==> src/hdl/sobel_pkg.sv <==
package sobel_pkg;

   localparam int PIXEL_W      = 8;
   localparam int WIDTH_REG_W  = 12;
   localparam int HEIGHT_REG_W = 13;
   localparam int CSR_DATA_W   = 13;
   localparam int CSR_INDEX_W  = 1;
   localparam int MAG_W        = 8;
   localparam int OUT_ROW_W    = 12;
   localparam int OUT_COL_W    = 11;
   localparam int REQ_TDATA_W  = 8;
   localparam int RSP_TDATA_W  = 32;

   // gradient range is -1020..1020, squares summed stay below 2**21
   localparam int GRAD_W       = 11;
   localparam int SUM_W        = 21;
   localparam int SUM_MAX      = 2080800;
   localparam int SAT_LIMIT    = 65536;
   localparam int ROOT_STEPS   = 8;
   localparam int STEP_W       = 3;

   localparam logic [MAG_W-1:0]        MAG_MAX      = 8'd255;
   localparam logic [WIDTH_REG_W-1:0]  RESET_WIDTH  = 12'd640;
   localparam logic [HEIGHT_REG_W-1:0] RESET_HEIGHT = 13'd480;

   localparam logic [CSR_INDEX_W-1:0] REG_IMAGE_WIDTH  = 1'b0;
   localparam logic [CSR_INDEX_W-1:0] REG_IMAGE_HEIGHT = 1'b1;

   typedef struct packed {
      logic              accept;
      logic              shift;
      logic              grad;
      logic              sq_x;
      logic              sq_y;
      logic              root_step;
      logic [STEP_W-1:0] root_bit;
      logic              load_out;
   } sobel_cmd_type;

endpackage

==> src/hdl/sobel_ctrl.sv <==
module sobel_ctrl import sobel_pkg::*; (
   input  logic          clock,
   input  logic          reset,
   input  logic          req_tvalid,
   output logic          req_tready,
   output logic          rsp_tvalid,
   input  logic          rsp_tready,
   input  logic          item_emit,
   output sobel_cmd_type cmd
);

   typedef enum logic [2:0] {
      S_IDLE,
      S_SHIFT,
      S_GRAD,
      S_SQX,
      S_SQY,
      S_ROOT,
      S_LOAD
   } state_type;

   state_type         state_ff, state_in;
   logic [STEP_W-1:0] root_bit_ff, root_bit_in;
   logic              out_valid_ff, out_valid_in;
   logic              out_free;

   assign out_free = !out_valid_ff || rsp_tready;

   always_comb begin
      cmd           = '0;
      cmd.accept    = (state_ff == S_IDLE) && req_tvalid;
      cmd.shift     = (state_ff == S_SHIFT);
      cmd.grad      = (state_ff == S_GRAD);
      cmd.sq_x      = (state_ff == S_SQX);
      cmd.sq_y      = (state_ff == S_SQY);
      cmd.root_step = (state_ff == S_ROOT);
      cmd.root_bit  = root_bit_ff;
      cmd.load_out  = (state_ff == S_LOAD) && out_free;
   end

   always_comb begin
      state_in    = state_ff;
      root_bit_in = root_bit_ff;
      case (state_ff)
         S_IDLE:  if (req_tvalid) state_in = S_SHIFT;
         // border pixels only update the window
         S_SHIFT: state_in = item_emit ? S_GRAD : S_IDLE;
         S_GRAD:  state_in = S_SQX;
         S_SQX:   state_in = S_SQY;
         S_SQY: begin
            state_in    = S_ROOT;
            root_bit_in = STEP_W'(ROOT_STEPS - 1);
         end
         S_ROOT: begin
            if (root_bit_ff == '0) begin
               state_in = S_LOAD;
            end else begin
               root_bit_in = root_bit_ff - STEP_W'(1);
            end
         end
         S_LOAD:  if (out_free) state_in = S_IDLE;
         default: state_in = S_IDLE;
      endcase

      if (cmd.load_out) begin
         out_valid_in = 1'b1;
      end else if (rsp_tready) begin
         out_valid_in = 1'b0;
      end else begin
         out_valid_in = out_valid_ff;
      end
   end

   always_ff @(posedge clock) begin
      if (reset) begin
         state_ff     <= S_IDLE;
         root_bit_ff  <= '0;
         out_valid_ff <= 1'b0;
      end else begin
         state_ff     <= state_in;
         root_bit_ff  <= root_bit_in;
         out_valid_ff <= out_valid_in;
      end
   end

   assign req_tready = (state_ff == S_IDLE);
   assign rsp_tvalid = out_valid_ff;

   a_no_overwrite: assert property (@(posedge clock) disable iff (reset)
      cmd.load_out |-> (!out_valid_ff || rsp_tready))
      else $error("result register loaded while a result is pending");

   a_one_in_flight: assert property (@(posedge clock) disable iff (reset)
      (req_tvalid && req_tready) |=> !req_tready)
      else $error("second pixel taken while one is in work");

   a_load_only_interior: assert property (@(posedge clock) disable iff (reset)
      cmd.load_out |-> item_emit)
      else $error("result produced for a border pixel");

endmodule

==> config.mk <==
export PLATFORM = sky130hd
export DESIGN_NAME = sobel_ctrl
export DESIGN_NICKNAME = d
export VERILOG_FILES = /design/src/hdl/sobel_pkg.sv /design/src/hdl/sobel_ctrl.sv
export SDC_FILE = /design/constraint.sdc
export NUM_CORES = 1
export LEC_CHECK = 0
export ABC_CLOCK_PERIOD_IN_PS = 1600
export BUFFER_PORTS_ARGS = -buffer_cell sky130_fd_sc_hd__buf_2
export CORE_AREA = 4 4 41 43
export DETAILED_ROUTE_END_ITERATION = 8
export DIE_AREA = 0 0 45 47
export GPL_ROUTABILITY_DRIVEN = 0
export PLACE_DENSITY_LB_ADDON = 0.2
export SKIP_LAST_GASP = 1
export SYNTH_ARGS = -nofsm -noshare
export SYNTH_HDL_FRONTEND = slang
export SYNTH_SLANG_ARGS = --single-unit
==> constraint.sdc <==
create_clock -name clock -period 1.6 [get_ports clock]
set_input_delay 0.32 -clock clock [delete_from_list [all_inputs] [get_ports clock]]
set_output_delay 0.32 -clock clock [all_outputs]
set_load 0.005 [all_outputs]
# Yosys cells after proc, flatten, opt, wreduce, memory -nomap -nowiden
# Index checks and enable logic that the tools add are counted.
# W data, S select, Z words.
# word_totals
mem_bits_ro	0
in_bits	5
ramBits	0
memories	0
word_cells	33
out_inout_bits	12
latch_bits	0
reg_bits	7
# classes
eq_ne	10
n_mul	0
n_mux	9
n_addsub	1
n_reduce_logical	10
n_lt_le_gt_ge	0
bitwise_logic	0
n_shift	0
n_div	0
# ops
op	count
$pmux W3 S7	1
$mux W3	4
$eq A3 B3 Y1 const B	3
$eq A3 B2 Y1 const B	2
$logic_not A3 Y1	2
$ne A2 B2 Y1 const B	3
$pmux W3 S2	1
$reduce_bool A2 Y1	2
$eq A3 B1 Y1 const B	1
$reduce_and A3 Y1	1
$sub A3 B1 Y3 const B	1
$logic_and A1 B1 Y1	2
$mux W1	2
$mux W2	1
$ne A2 B1 Y1 const B	1
$reduce_and A2 Y1	1
$logic_not A1 Y1	1
$logic_or A1 B1 Y1	1

# Longest topological paths before layout
# Gate-level depths: netlist of run 1.
# logic_depth
word_depth	4
depth_mapped	5
ltp_nobuf	5

# Least setup slack after synthesis of run 1
# OpenSTA, ideal clock, no wires.
# synth_timing
path_type	register to output
startpoint	reg state_ff[1]
endpoint	out cmd[0] in the netlist's numbering
stages_incl_launch_ff	5
n_path_buf	2
slack_ps	410
t_required_ps	1280
t_arrival_ps	870
cell_sequence	dfxtp_1 buf_6 or2b_1 nor2_1 buf_4
# synth_rtl
element	line	text
start: declaration	sobel_ctrl.sv:22	state_type state_ff, state_in;
start signal: assignment	sobel_ctrl.sv:80	state_ff <= state_in;
end: declaration	sobel_ctrl.sv:9	output sobel_cmd_type cmd

==> run_results.csv, run 1 <==
group,metric,value,unit
worst_setup_path,ff2ff_path_depth,5,
sta,fin_hold_ws,0.3464,ns
grt,antenna_found_initial,0,
sta,worst_pin_slew,0.2728,ns
worst_setup_path,arrival,1.19,ns
pwr,ir_worst_vdd,0.5299,mV
routing,drtIter0Drc,3,
synth,synth_top_family_by_area,"simple AND/OR/NAND/NOR gates",
finish,multiInputGateArea,276.5,µm²
cts,htreeDepth,1,
synth,synthMuxAreaShare,0,
worst_setup_path,required,1.28,ns
synth,synthCells,55,
pwr,power.density,746.6,nW/µm²
hold_path,holdCritPathClass,"in -> reg",
cts,clock_sinks,7,
worst_setup_path,path_max_fanout,7,
worst_setup_path,start_kind,"flip-flop",
finish,area_growth,23.37,%
floorplan,die_area,2115,µm²
synth,synth-simple-area-share,0.3288,
sta,max_freq,660.4,MHz
synth,synth_fa_ha_area_frac,0.05435,
worst_setup_path,slowest_stage,"dfxtp_1",
finish,seq_area,142.6,µm²
synth,synth_top_cell_by_area,"dfxtp_1",
routing,drcViolationCount,0,
grt,grt_max_degree,14,
floorplan,dieWidth,45,µm
grt,grt_pass1_wl,1725,µm
floorplan,io_pins,17,
cts,path_clk_slew,0.06,ns
place,place.port_buffers,16,
worst_setup_path,r2r-start,"root_bit_ff[0]$_SDFFE_PP0P_",
cts,cts-root-buf,"clkbuf_4",
sta,rsz0062_at_grt,"false",
sta,slew_headroom,0.8181,
floorplan,rows,13,
routing,dr.pass1.iters,2,
grt,grt_usage,0.1154,
grt,grt_pass1_vias,399,
finish,fin_nets,80,
routing,wl_per_cell,11.77,µm
sta,final-hold-violation-count,0,
routing,dr_total_vias,424,
worst_setup_path,cp_slowest_stage_delay,0.31,ns
cts,postCtsHoldBufs,0,
floorplan,initial_utilization,0.3538,
cts,numCtsBuffers,3,
sta,timing.setup.tns,0,ns
finish,drive_above_1_share,0.4167,
grt,grt-ovfl-total,0,
floorplan,core_area,1301,µm²
job,drv_cap,0,
cts,clockBufferDepth,2,
worst_setup_path,r2r_end,"root_bit_ff[1]$_SDFFE_PP0P_",
cts,clock_latency,0.26,ns
worst_setup_path,worstSetupEndpointType,"output port",
finish,n_fill_cell,142,
worst_setup_path,critPathCapture,"cmd[0]",
worst_setup_path,worstPathCellList,"buf_4, or2b_1, nor2_1, buf_2",
finish,antenna_cells,0,
sta,clock_skew,0.009109,ns
worst_setup_path,r2r_setup_slack,0.31,ns
synth,syn_nets,62,
synth,yosysSeqAreaShare,0.3043,
synth,syn-cell-area,460.4,µm²
synth,synth.top_cell.area_share,0.3043,
synth,synth-compound-area-share,0.2065,
synth,ys_ff_latch,7,
sta,finalCritPeriodShare,0.9465,
run_status,status,"complete, no violations",
worst_setup_path,worstSetupPathType,"reg -> out",
sta,layout_min_cycle_time,1.514,ns
cts,cts_tree,"done",
synth,ys_types,29,
sta,drv_slew,0,
routing,vias_per_cell,4.874,
routing,routed_wirelength,1024,µm
floorplan,die_h,47,µm
pwr,leakage,0.2562,nW
synth,syn_avg_cell_area,8.372,µm²
synth,yosys_warnings,0,
sta,finalSetupViolCount,0,
worst_setup_path,crit_start,"state_ff[0]$_SDFFE_PP0P_",
routing,ant_nets,0,
place,place_hpwl,756.1,µm
synth,synthXorXnorAreaFrac,0,
synth,synthTopCellsByArea,"dfxtp_1 (30%), nor2_1 (6.5%), ha_1 (5.4%), buf_6 (4.9%), nor3_1 (4.3%)",
worst max-delay path, delay by kind of cell, from the launching register on:
family	cells	cell delay [ns]
buffers and inverters	2	0.27
AND/OR/NAND/NOR	2	0.35
flip-flops	1	0.31
layer usage:
| metal | track usage | share of wire | up-vias |
|---|---|---|---|
| li1 | - | - | 227 |
| met1 | 0.1595 | 0.51 | 184 |
| met2 | 0.1554 | 0.42 | 11 |
| met3 | 0.02299 | 0.055 | 2 |
| met4 | 0.08772 | 0.013 | 0 |
| met5 | 0 | 0 | - |
flip-flops by register name, indices dropped and copies added, names as in the netlist:
name	cells
root_bit_ff	3
state_ff	3
rsp_tvalid	1
power breakdown:
group,switching [mW],leakage (nW),internal (mW)
combinational,0.0357,0.181,0.0344
sequential,0.00892,0.0577,0.181
clock,0.0728,0.0177,0.0917
total,0.117,0.256,0.307
how the worst min path moves through the flow:
stage                                      startpoint                     endpoint  cells past startpoint
final                                           reset     state_ff[2]$_SDFFE_PP0P_                      2
after detailed placement  root_bit_ff[2]$_SDFFE_PP0P_  root_bit_ff[2]$_SDFFE_PP0P_                      2
after floorplan               rsp_tvalid$_SDFFE_PP0P_      rsp_tvalid$_SDFFE_PP0P_                      2
after global routing                            reset     state_ff[2]$_SDFFE_PP0P_                      2
after CTS                                       reset     state_ff[2]$_SDFFE_PP0P_                      2
after global placement    root_bit_ff[2]$_SDFFE_PP0P_  root_bit_ff[2]$_SDFFE_PP0P_                      2
metrics by stage:
| stage | instances | utilization | power (mW) | worst slack, ns | cell area (µm²) |
|---|---|---|---|---|---|
| 5_1_grt | 87 | 0.4365 | 0.4510 | 0.01361 | 568.0 |
| 2_1_floorplan | 55 | - | 0.2384 | 0.4105 | 460.4 |
| 3_3_place_gp | 83 | 0.4096 | 0.2610 | 0.2980 | 533.0 |
| 3_5_place_dp | 83 | 0.4096 | 0.2616 | 0.2898 | 533.0 |
| 6_report | 87 | 0.4365 | 0.4241 | 0.08567 | 568.0 |
| 4_1_cts | 87 | 0.4317 | 0.4293 | 0.002323 | 561.8 |
cell usage in the layout (no fill, tap or decap):
cell type	count
buf_2	16
nor2_1	8
dfxtp_1	5
inv_1	4
nand2b_1	3
nor3_1	3
a21oi_1	3
clkbuf_4	3
o21ai_0	2
ha_1	2
dfxtp_2	2
or2b_1	1
nand2_1	1
nand2b_4	1
and3b_2	1
nor3_2	1
and2_1	1
nor2b_1	1
and2b_2	1
o22ai_1	1
a311oi_2	1
nor4_1	1
a21o_1	1
a311oi_1	1
nand3b_1	1
nor3b_1	1
nand3_1	1
a21oi_2	1
a2111oi_2	1
a22o_1	1
clkinv_2	1
buf_4	1
layout make-up:
class                           count  area share
Clock inverter                      1    0.008811
Multi-Input combinational cell     40      0.4868
Clock buffer                        3     0.03965
Sequential cell                     7      0.2511
Inverter                            4     0.02643
Timing Repair Buffer               17      0.1542
Tap cell                           15     0.03304
synthesized netlist by cell type:
cell type	number
nor2_1	8
dfxtp_1	7
inv_1	4
nor3_1	4
a21oi_1	3
nand2b_1	3
buf_6	2
ha_1	2
o21ai_0	2
a2111oi_2	1
a21o_1	1
a21oi_2	1
a22o_1	1
a311oi_1	1
a311oi_2	1
and2_1	1
and2b_2	1
and3b_2	1
buf_4	1
clkbuf_1	1
nand2_1	1
nand2b_4	1
nand3_1	1
nand3b_1	1
nor2b_1	1
nor3b_1	1
nor4_1	1
o22ai_1	1
or2b_1	1
kinds of logic (layout without fill, tap and decap cells):
| logic type | Yosys count | in the layout |
|---|---|---|
| adder cells (fa/ha/maj) | 2 | 2 |
| buffers and inverters | 8 | 25 |
| flip-flops | 7 | 7 |
| AO/OA/AOI/OAI | 12 | 12 |
| AND/OR/NAND/NOR | 26 | 26 |
repair_timing:
item / in CTS / in global routing
setup buffers: 0 / 0
setup endpoints to repair: 1 / 3
gates cloned: 0 / 0
gates resized for setup: 1 / 2
endpoints found under the hold margin: 0 / 0
Note: power is estimated with default switching activity, not from simulation.
==> run 2, diff against run 1 <==
--- a/config.mk
+++ b/config.mk
@@ -6,12 +6,12 @@
 export NUM_CORES = 1
 export LEC_CHECK = 0
 export ABC_CLOCK_PERIOD_IN_PS = 1600
-export BUFFER_PORTS_ARGS = -buffer_cell sky130_fd_sc_hd__buf_2
+export BUFFER_PORTS_ARGS = -buffer_cell sky130_fd_sc_hd__clkbuf_2
 export CORE_AREA = 4 4 41 43
 export DETAILED_ROUTE_END_ITERATION = 8
 export DIE_AREA = 0 0 45 47
 export GPL_ROUTABILITY_DRIVEN = 0
-export PLACE_DENSITY_LB_ADDON = 0.2
+export PLACE_DENSITY = 0.62
 export SKIP_LAST_GASP = 1
 export SYNTH_ARGS = -nofsm -noshare
 export SYNTH_HDL_FRONTEND = slang
==> run 2 against run 1 <==
Clock-buffer cell count increased by 1. Hold slack improved by 0.0086 ns. Highest routed layer unchanged. Global-route usage decreased by 0.86 points. Critical path depth decreased by 1.
==> run_results.csv, run 2 (synthesized netlist as in run 1, its figures left out) <==
group,metric,value,unit
routing,vias_per_cell,4.977,
sta,clock_skew,0.003461,ns
finish,final_cell_mix,"clkbuf_2 (16), nor2_1 (8), inv_1 (4), nor3_1 (4), dfxtp_1 (4)",
grt,grt_usage,0.1068,
worst_setup_path,slowest_stage,"dfxtp_2",
finish,layout_commonest_cell,"clkbuf_2",
sta,fin_hold_ws,0.3549,ns
cts,htreeDepth,1,
finish,drive_above_1_share,0.3944,
routing,ant_nets,0,
cts,postCtsHoldBufs,0,
floorplan,initial_utilization,0.3538,
worst_setup_path,r2r-start,"root_bit_ff[0]$_SDFFE_PP0P_",
finish,antenna_cells,0,
sta,worst_pin_slew,0.2717,ns
worst_setup_path,path_max_fanout,10,
worst_setup_path,r2r_setup_slack,0.33,ns
floorplan,io_pins,17,
routing,wl_per_cell,10.97,µm
pwr,power.density,756.3,nW/µm²
pwr,combinationalPowerShare,0.145,
worst_setup_path,worstSetupEndpointType,"output port",
grt,antenna_found_initial,0,
cts,clockBufferDepth,2,
floorplan,rows,13,
worst_setup_path,r2r_end,"root_bit_ff[1]$_SDFFE_PP0P_",
sta,rsz0062_at_grt,"false",
worst_setup_path,worstSetupPathType,"reg -> out",
worst_setup_path,critPathCapture,"cmd[0]",
place,placed_cells,82,
sta,drv_slew,0,
grt,grt-ovfl-total,0,
place,place_hpwl,731.9,µm
floorplan,dieWidth,45,µm
grt,grt_pass1_wl,1593,µm
pwr,pwr-share-clk,0.395,
place,place.port_buffers,16,
pwr,seqPwrFrac,0.460,
floorplan,die_h,47,µm
finish,fin_cells,86,
run_status,status,"complete, no violations",
routing,dr.pass1.iters,4,
worst_setup_path,critPathBufInv,1,
worst_setup_path,crit_start,"state_ff[1]$_SDFFE_PP0P_",
worst_setup_path,ff2ff_path_depth,5,
cts,clock_sinks,7,
sta,layout_min_cycle_time,1.500,ns
cts,path_clk_slew,0.05,ns
cts,clock_latency,0.26,ns
worst_setup_path,cp_top_family,"flip-flops",
sta,finalCritPeriodShare,0.9378,
job,drv_cap,0,
grt,grt_pass1_vias,376,
routing,routed_wirelength,943,µm
finish,fin_nets,79,
worst_setup_path,arrival,1.18,ns
routing,dr_total_vias,428,
worst_setup_path,start_kind,"flip-flop",
pwr,fin_total_pwr,0.4202,mW
grt,grt_max_degree,14,
sta,max_freq,666.5,MHz
cts,post_cts_buffers,0,
pwr,swShare,0.2678,
sta,finalSetupViolCount,0,
worst_setup_path,cp_slowest_stage_delay,0.42,ns
floorplan,core_area,1301,µm²
worst_setup_path,cp_num_cells,3,
floorplan,die_area,2115,µm²
cts,cts_tree,"done",
pwr,ir_worst_vdd,0.3291,mV
finish,n_fill_cell,156,
sta,slew_headroom,0.8189,
sta,final-hold-violation-count,0,
hold_path,holdCritPathClass,"in -> reg",
pwr,intPower,0.3076,mW
sta,timing.setup.tns,0,ns
routing,drcViolationCount,0,
cts,numCtsBuffers,3,
worst_setup_path,worstPathCellList,"or2b_1, nor2_1, clkbuf_2",
finish,area_growth,20.65,%
routing,drtIter0Drc,8,
cts,cts-root-buf,"clkbuf_4",
worst_setup_path,required,1.28,ns
pwr,switching_power,0.1125,mW
pwr,leakage,0.2401,nW
[run 2: cell types whose count changed in the layout (fill, tap and decap cells not counted)]
cell	change
clkbuf_1	+1
dfxtp_1	-1
buf_2	-16
clkinv_2	-1
nor3_1	+1
dfxtp_2	+1
clkbuf_2	+16
nor3_2	-1
buf_4	-1
[run 2: how the worst min path moves through the flow]
stage	to	from	cells past startpoint
after floorplan	rsp_tvalid$_SDFFE_PP0P_	rsp_tvalid$_SDFFE_PP0P_	2
after global placement	rsp_tvalid$_SDFFE_PP0P_	rsp_tvalid$_SDFFE_PP0P_	2
after detailed placement	rsp_tvalid$_SDFFE_PP0P_	rsp_tvalid$_SDFFE_PP0P_	2
after CTS	root_bit_ff[1]$_SDFFE_PP0P_	reset	2
after global routing	state_ff[2]$_SDFFE_PP0P_	reset	2
final	state_ff[2]$_SDFFE_PP0P_	reset	2
[run 2: through the flow]
step | area (µm²) | util | setup slack (ns)
6_report | 555.5 | 0.4269 | 0.09956
5_1_grt | 555.5 | 0.4269 | 0.03106
2_1_floorplan | 460.4 | - | 0.4105
3_3_place_gp | 525.5 | 0.4038 | 0.2706
4_1_cts | 553.0 | 0.4250 | 0.004064
3_5_place_dp | 525.5 | 0.4038 | 0.2746
[run 2: what timing repair did]
item	in CTS	in global routing
gates cloned	0	0
resized for setup	1	2
setup endpoints to repair	1	6
[run 2: power groups by stage]
stage	Combinational, mW	Sequential (mW)	Clock (mW)
after floorplan	0.0487	0.190	0
after global placement	0.0621	0.195	0
after detailed placement	0.0618	0.196	0
after CTS	0.0620	0.193	0.172
after global routing	0.0706	0.195	0.178
final	0.0609	0.193	0.166
[run 2: cell type report]
cell class	count	area [µm²]	area share
tap	15	18.77	0.03378
clock buffer	4	26.28	0.04730
inverter	4	15.01	0.02703
multi-input combinational	40	271.5	0.4887
timing repair buffer	16	80.08	0.1441
sequential	7	143.9	0.2590
[run 2: routing by layer]
layer / up-vias / share of wire / global-route usage
met5: - / 0 / 0
met4: 0 / 0.040 / 0.08772
met3: 5 / 0.066 / 0.02299
met2: 17 / 0.42 / 0.1441
met1: 184 / 0.47 / 0.1438
li1: 222 / - / -
==> run 3, diff against run 2 <==
--- a/config.mk
+++ b/config.mk
@@ -7,11 +7,13 @@
 export LEC_CHECK = 0
 export ABC_CLOCK_PERIOD_IN_PS = 1600
 export BUFFER_PORTS_ARGS = -buffer_cell sky130_fd_sc_hd__clkbuf_2
-export CORE_AREA = 4 4 41 43
+export CELL_PAD_IN_SITES_DETAIL_PLACEMENT = 0
+export CELL_PAD_IN_SITES_GLOBAL_PLACEMENT = 1
+export CORE_MARGIN = 4
+export CORE_UTILIZATION = 32
 export DETAILED_ROUTE_END_ITERATION = 8
-export DIE_AREA = 0 0 45 47
 export GPL_ROUTABILITY_DRIVEN = 0
-export PLACE_DENSITY = 0.62
+export PLACE_DENSITY = 0.76
 export SKIP_LAST_GASP = 1
 export SYNTH_ARGS = -nofsm -noshare
 export SYNTH_HDL_FRONTEND = slang
==> run 3 against run 2 <==
Final area up 1.1%. Critical path type unchanged. Largest power group unchanged. Wire length up 3.4%. Register-to-register slack worse by 0.03 ns. Via count down 0.23%. Largest cell class unchanged. Highest routed layer unchanged.
==> run_results.csv, run 3 (synthesized netlist as in run 1, its figures left out) <==
group,metric,value,unit
grt,antenna_found_initial,0,
floorplan,die_h,45.93,µm
finish,n_fill_cell,143,
worst_setup_path,path_max_fanout,10,
cts,htreeDepth,1,
routing,routed_wirelength,975,µm
worst_setup_path,worstPathCellList,"or2b_1, nor2_1, clkbuf_2",
floorplan,initial_utilization,0.3452,
routing,dr.pass1.iters,4,
hold_path,holdCritPathClass,"in -> reg",
routing,wl_per_cell,11.21,µm
finish,antenna_cells,0,
grt,grt_max_degree,14,
sta,slew_headroom,0.8296,
place,place.port_buffers,16,
cts,post_cts_buffers,0,
floorplan,dieWidth,45.93,µm
hold_path,holdPathStages,2,
routing,vias_per_cell,4.908,
sta,fin_hold_ws,0.3662,ns
job,drv_cap,0,
finish,layout_commonest_cell,"clkbuf_2",
sta,drv_slew,0,
worst_setup_path,arrival,1.17,ns
worst_setup_path,worstSetupPathType,"reg -> out",
worst_setup_path,required,1.28,ns
floorplan,core_area,1334,µm²
sta,timing.setup.tns,0,ns
sta,finalCritPeriodShare,0.9338,
sta,worst_pin_slew,0.2556,ns
place,placed_cells,83,
worst_setup_path,start_kind,"flip-flop",
worst_setup_path,cp_top_family,"flip-flops",
floorplan,die_area,2110,µm²
pwr,power.density,763.1,nW/µm²
worst_setup_path,cp_slowest_stage_delay,0.41,ns
cts,cts_tree,"done",
floorplan,io_pins,17,
worst_setup_path,worstSetupEndpointType,"output port",
cts,postCtsHoldBufs,0,
routing,dr_total_vias,427,
worst_setup_path,cp_num_cells,3,
grt,grt_pass1_wl,1531,µm
finish,final_cell_mix,"clkbuf_2 (16), nor2_1 (8), dfxtp_1 (5)",
pwr,ir_worst_vdd,0.3701,mV
place,place_hpwl,752.3,µm
finish,drive_above_1_share,0.3889,
finish,fin_cells,87,
sta,clock_skew,0.002566,ns
routing,drtIter0Drc,9,
routing,drcViolationCount,0,
cts,clock_latency,0.26,ns
cts,path_clk_slew,0.06,ns
cts,clock_sinks,7,
pwr,leakage,0.2450,nW
worst_setup_path,critPathBufInv,1,
grt,grt_usage,0.1019,
sta,max_freq,669.3,MHz
worst_setup_path,slowest_stage,"dfxtp_2",
sta,finalSetupViolCount,0,
sta,rsz0062_at_grt,"false",
cts,numCtsBuffers,3,
grt,grt_pass1_vias,359,
cts,clockBufferDepth,2,
routing,ant_nets,0,
finish,area_growth,22.01,%
pwr,fin_total_pwr,0.4287,mW
cts,cts-root-buf,"clkbuf_4",
run_status,status,"complete, no violations",
worst_setup_path,ff2ff_path_depth,5,
grt,grt-ovfl-total,0,
sta,final-hold-violation-count,0,
sta,layout_min_cycle_time,1.494,ns
floorplan,rows,13,
finish,fin_nets,80,
## run 3: cell count changes in the layout (fill, tap and decap cells not counted), sizes merged
cell	before	now
buf	0	1
## run 3: layout make-up
class                           count  area (µm²)  area share
Timing Repair Buffer               17       87.58      0.1559
Clock buffer                        4       26.28     0.04677
Multi-Input combinational cell     40       271.5      0.4833
Sequential cell                     7       142.6      0.2539
Tap cell                           15       18.77     0.03341
Inverter                            4       15.01     0.02673
## run 3: power breakdown
| group | total (mW) | leakage, nW | internal [mW] | switching (mW) |
|---|---|---|---|---|
| Clock | 0.172 | 0.0150 | 0.0959 | 0.0759 |
| Sequential | 0.191 | 0.0577 | 0.181 | 0.00989 |
| Combinational | 0.0663 | 0.172 | 0.0331 | 0.0332 |
| Total | 0.429 | 0.245 | 0.310 | 0.119 |
## run 3: layer usage
metal,GRT usage,vias to the layer above,part of all wire
met3,0.03953,2,0.083
li1,-,223,-
met2,0.1511,11,0.44
met4,0.05114,0,0.0062
met5,0,-,0
met1,0.1262,191,0.47
## run 3: worst paths after layout
path	start	end	slack (ns)
min	reset	state_ff[2]$_SDFFE_PP0P_	0.37
max reg2reg	root_bit_ff[0]$_SDFFE_PP0P_	root_bit_ff[1]$_SDFFE_PP0P_	0.30
max	state_ff[1]$_SDFFE_PP0P_	cmd[0]	0.11
min reg2reg	root_bit_ff[2]$_SDFFE_PP0P_	root_bit_ff[2]$_SDFFE_PP0P_	0.52
## run 3: per-stage QoR
step	area, µm²	setup WS [ns]	utilization
2_1_floorplan	460.4	0.4105	-
3_3_place_gp	533.0	0.2875	0.3996
3_5_place_dp	533.0	0.2890	0.3996
4_1_cts	560.5	0.02520	0.4203
5_1_grt	561.8	0.04026	0.4212
6_report	561.8	0.1060	0.4212
## run 3: what timing repair did
action,CTS,global route
cloned,0,0
endpoints found under the setup margin,1,4
gates resized for setup,1,1
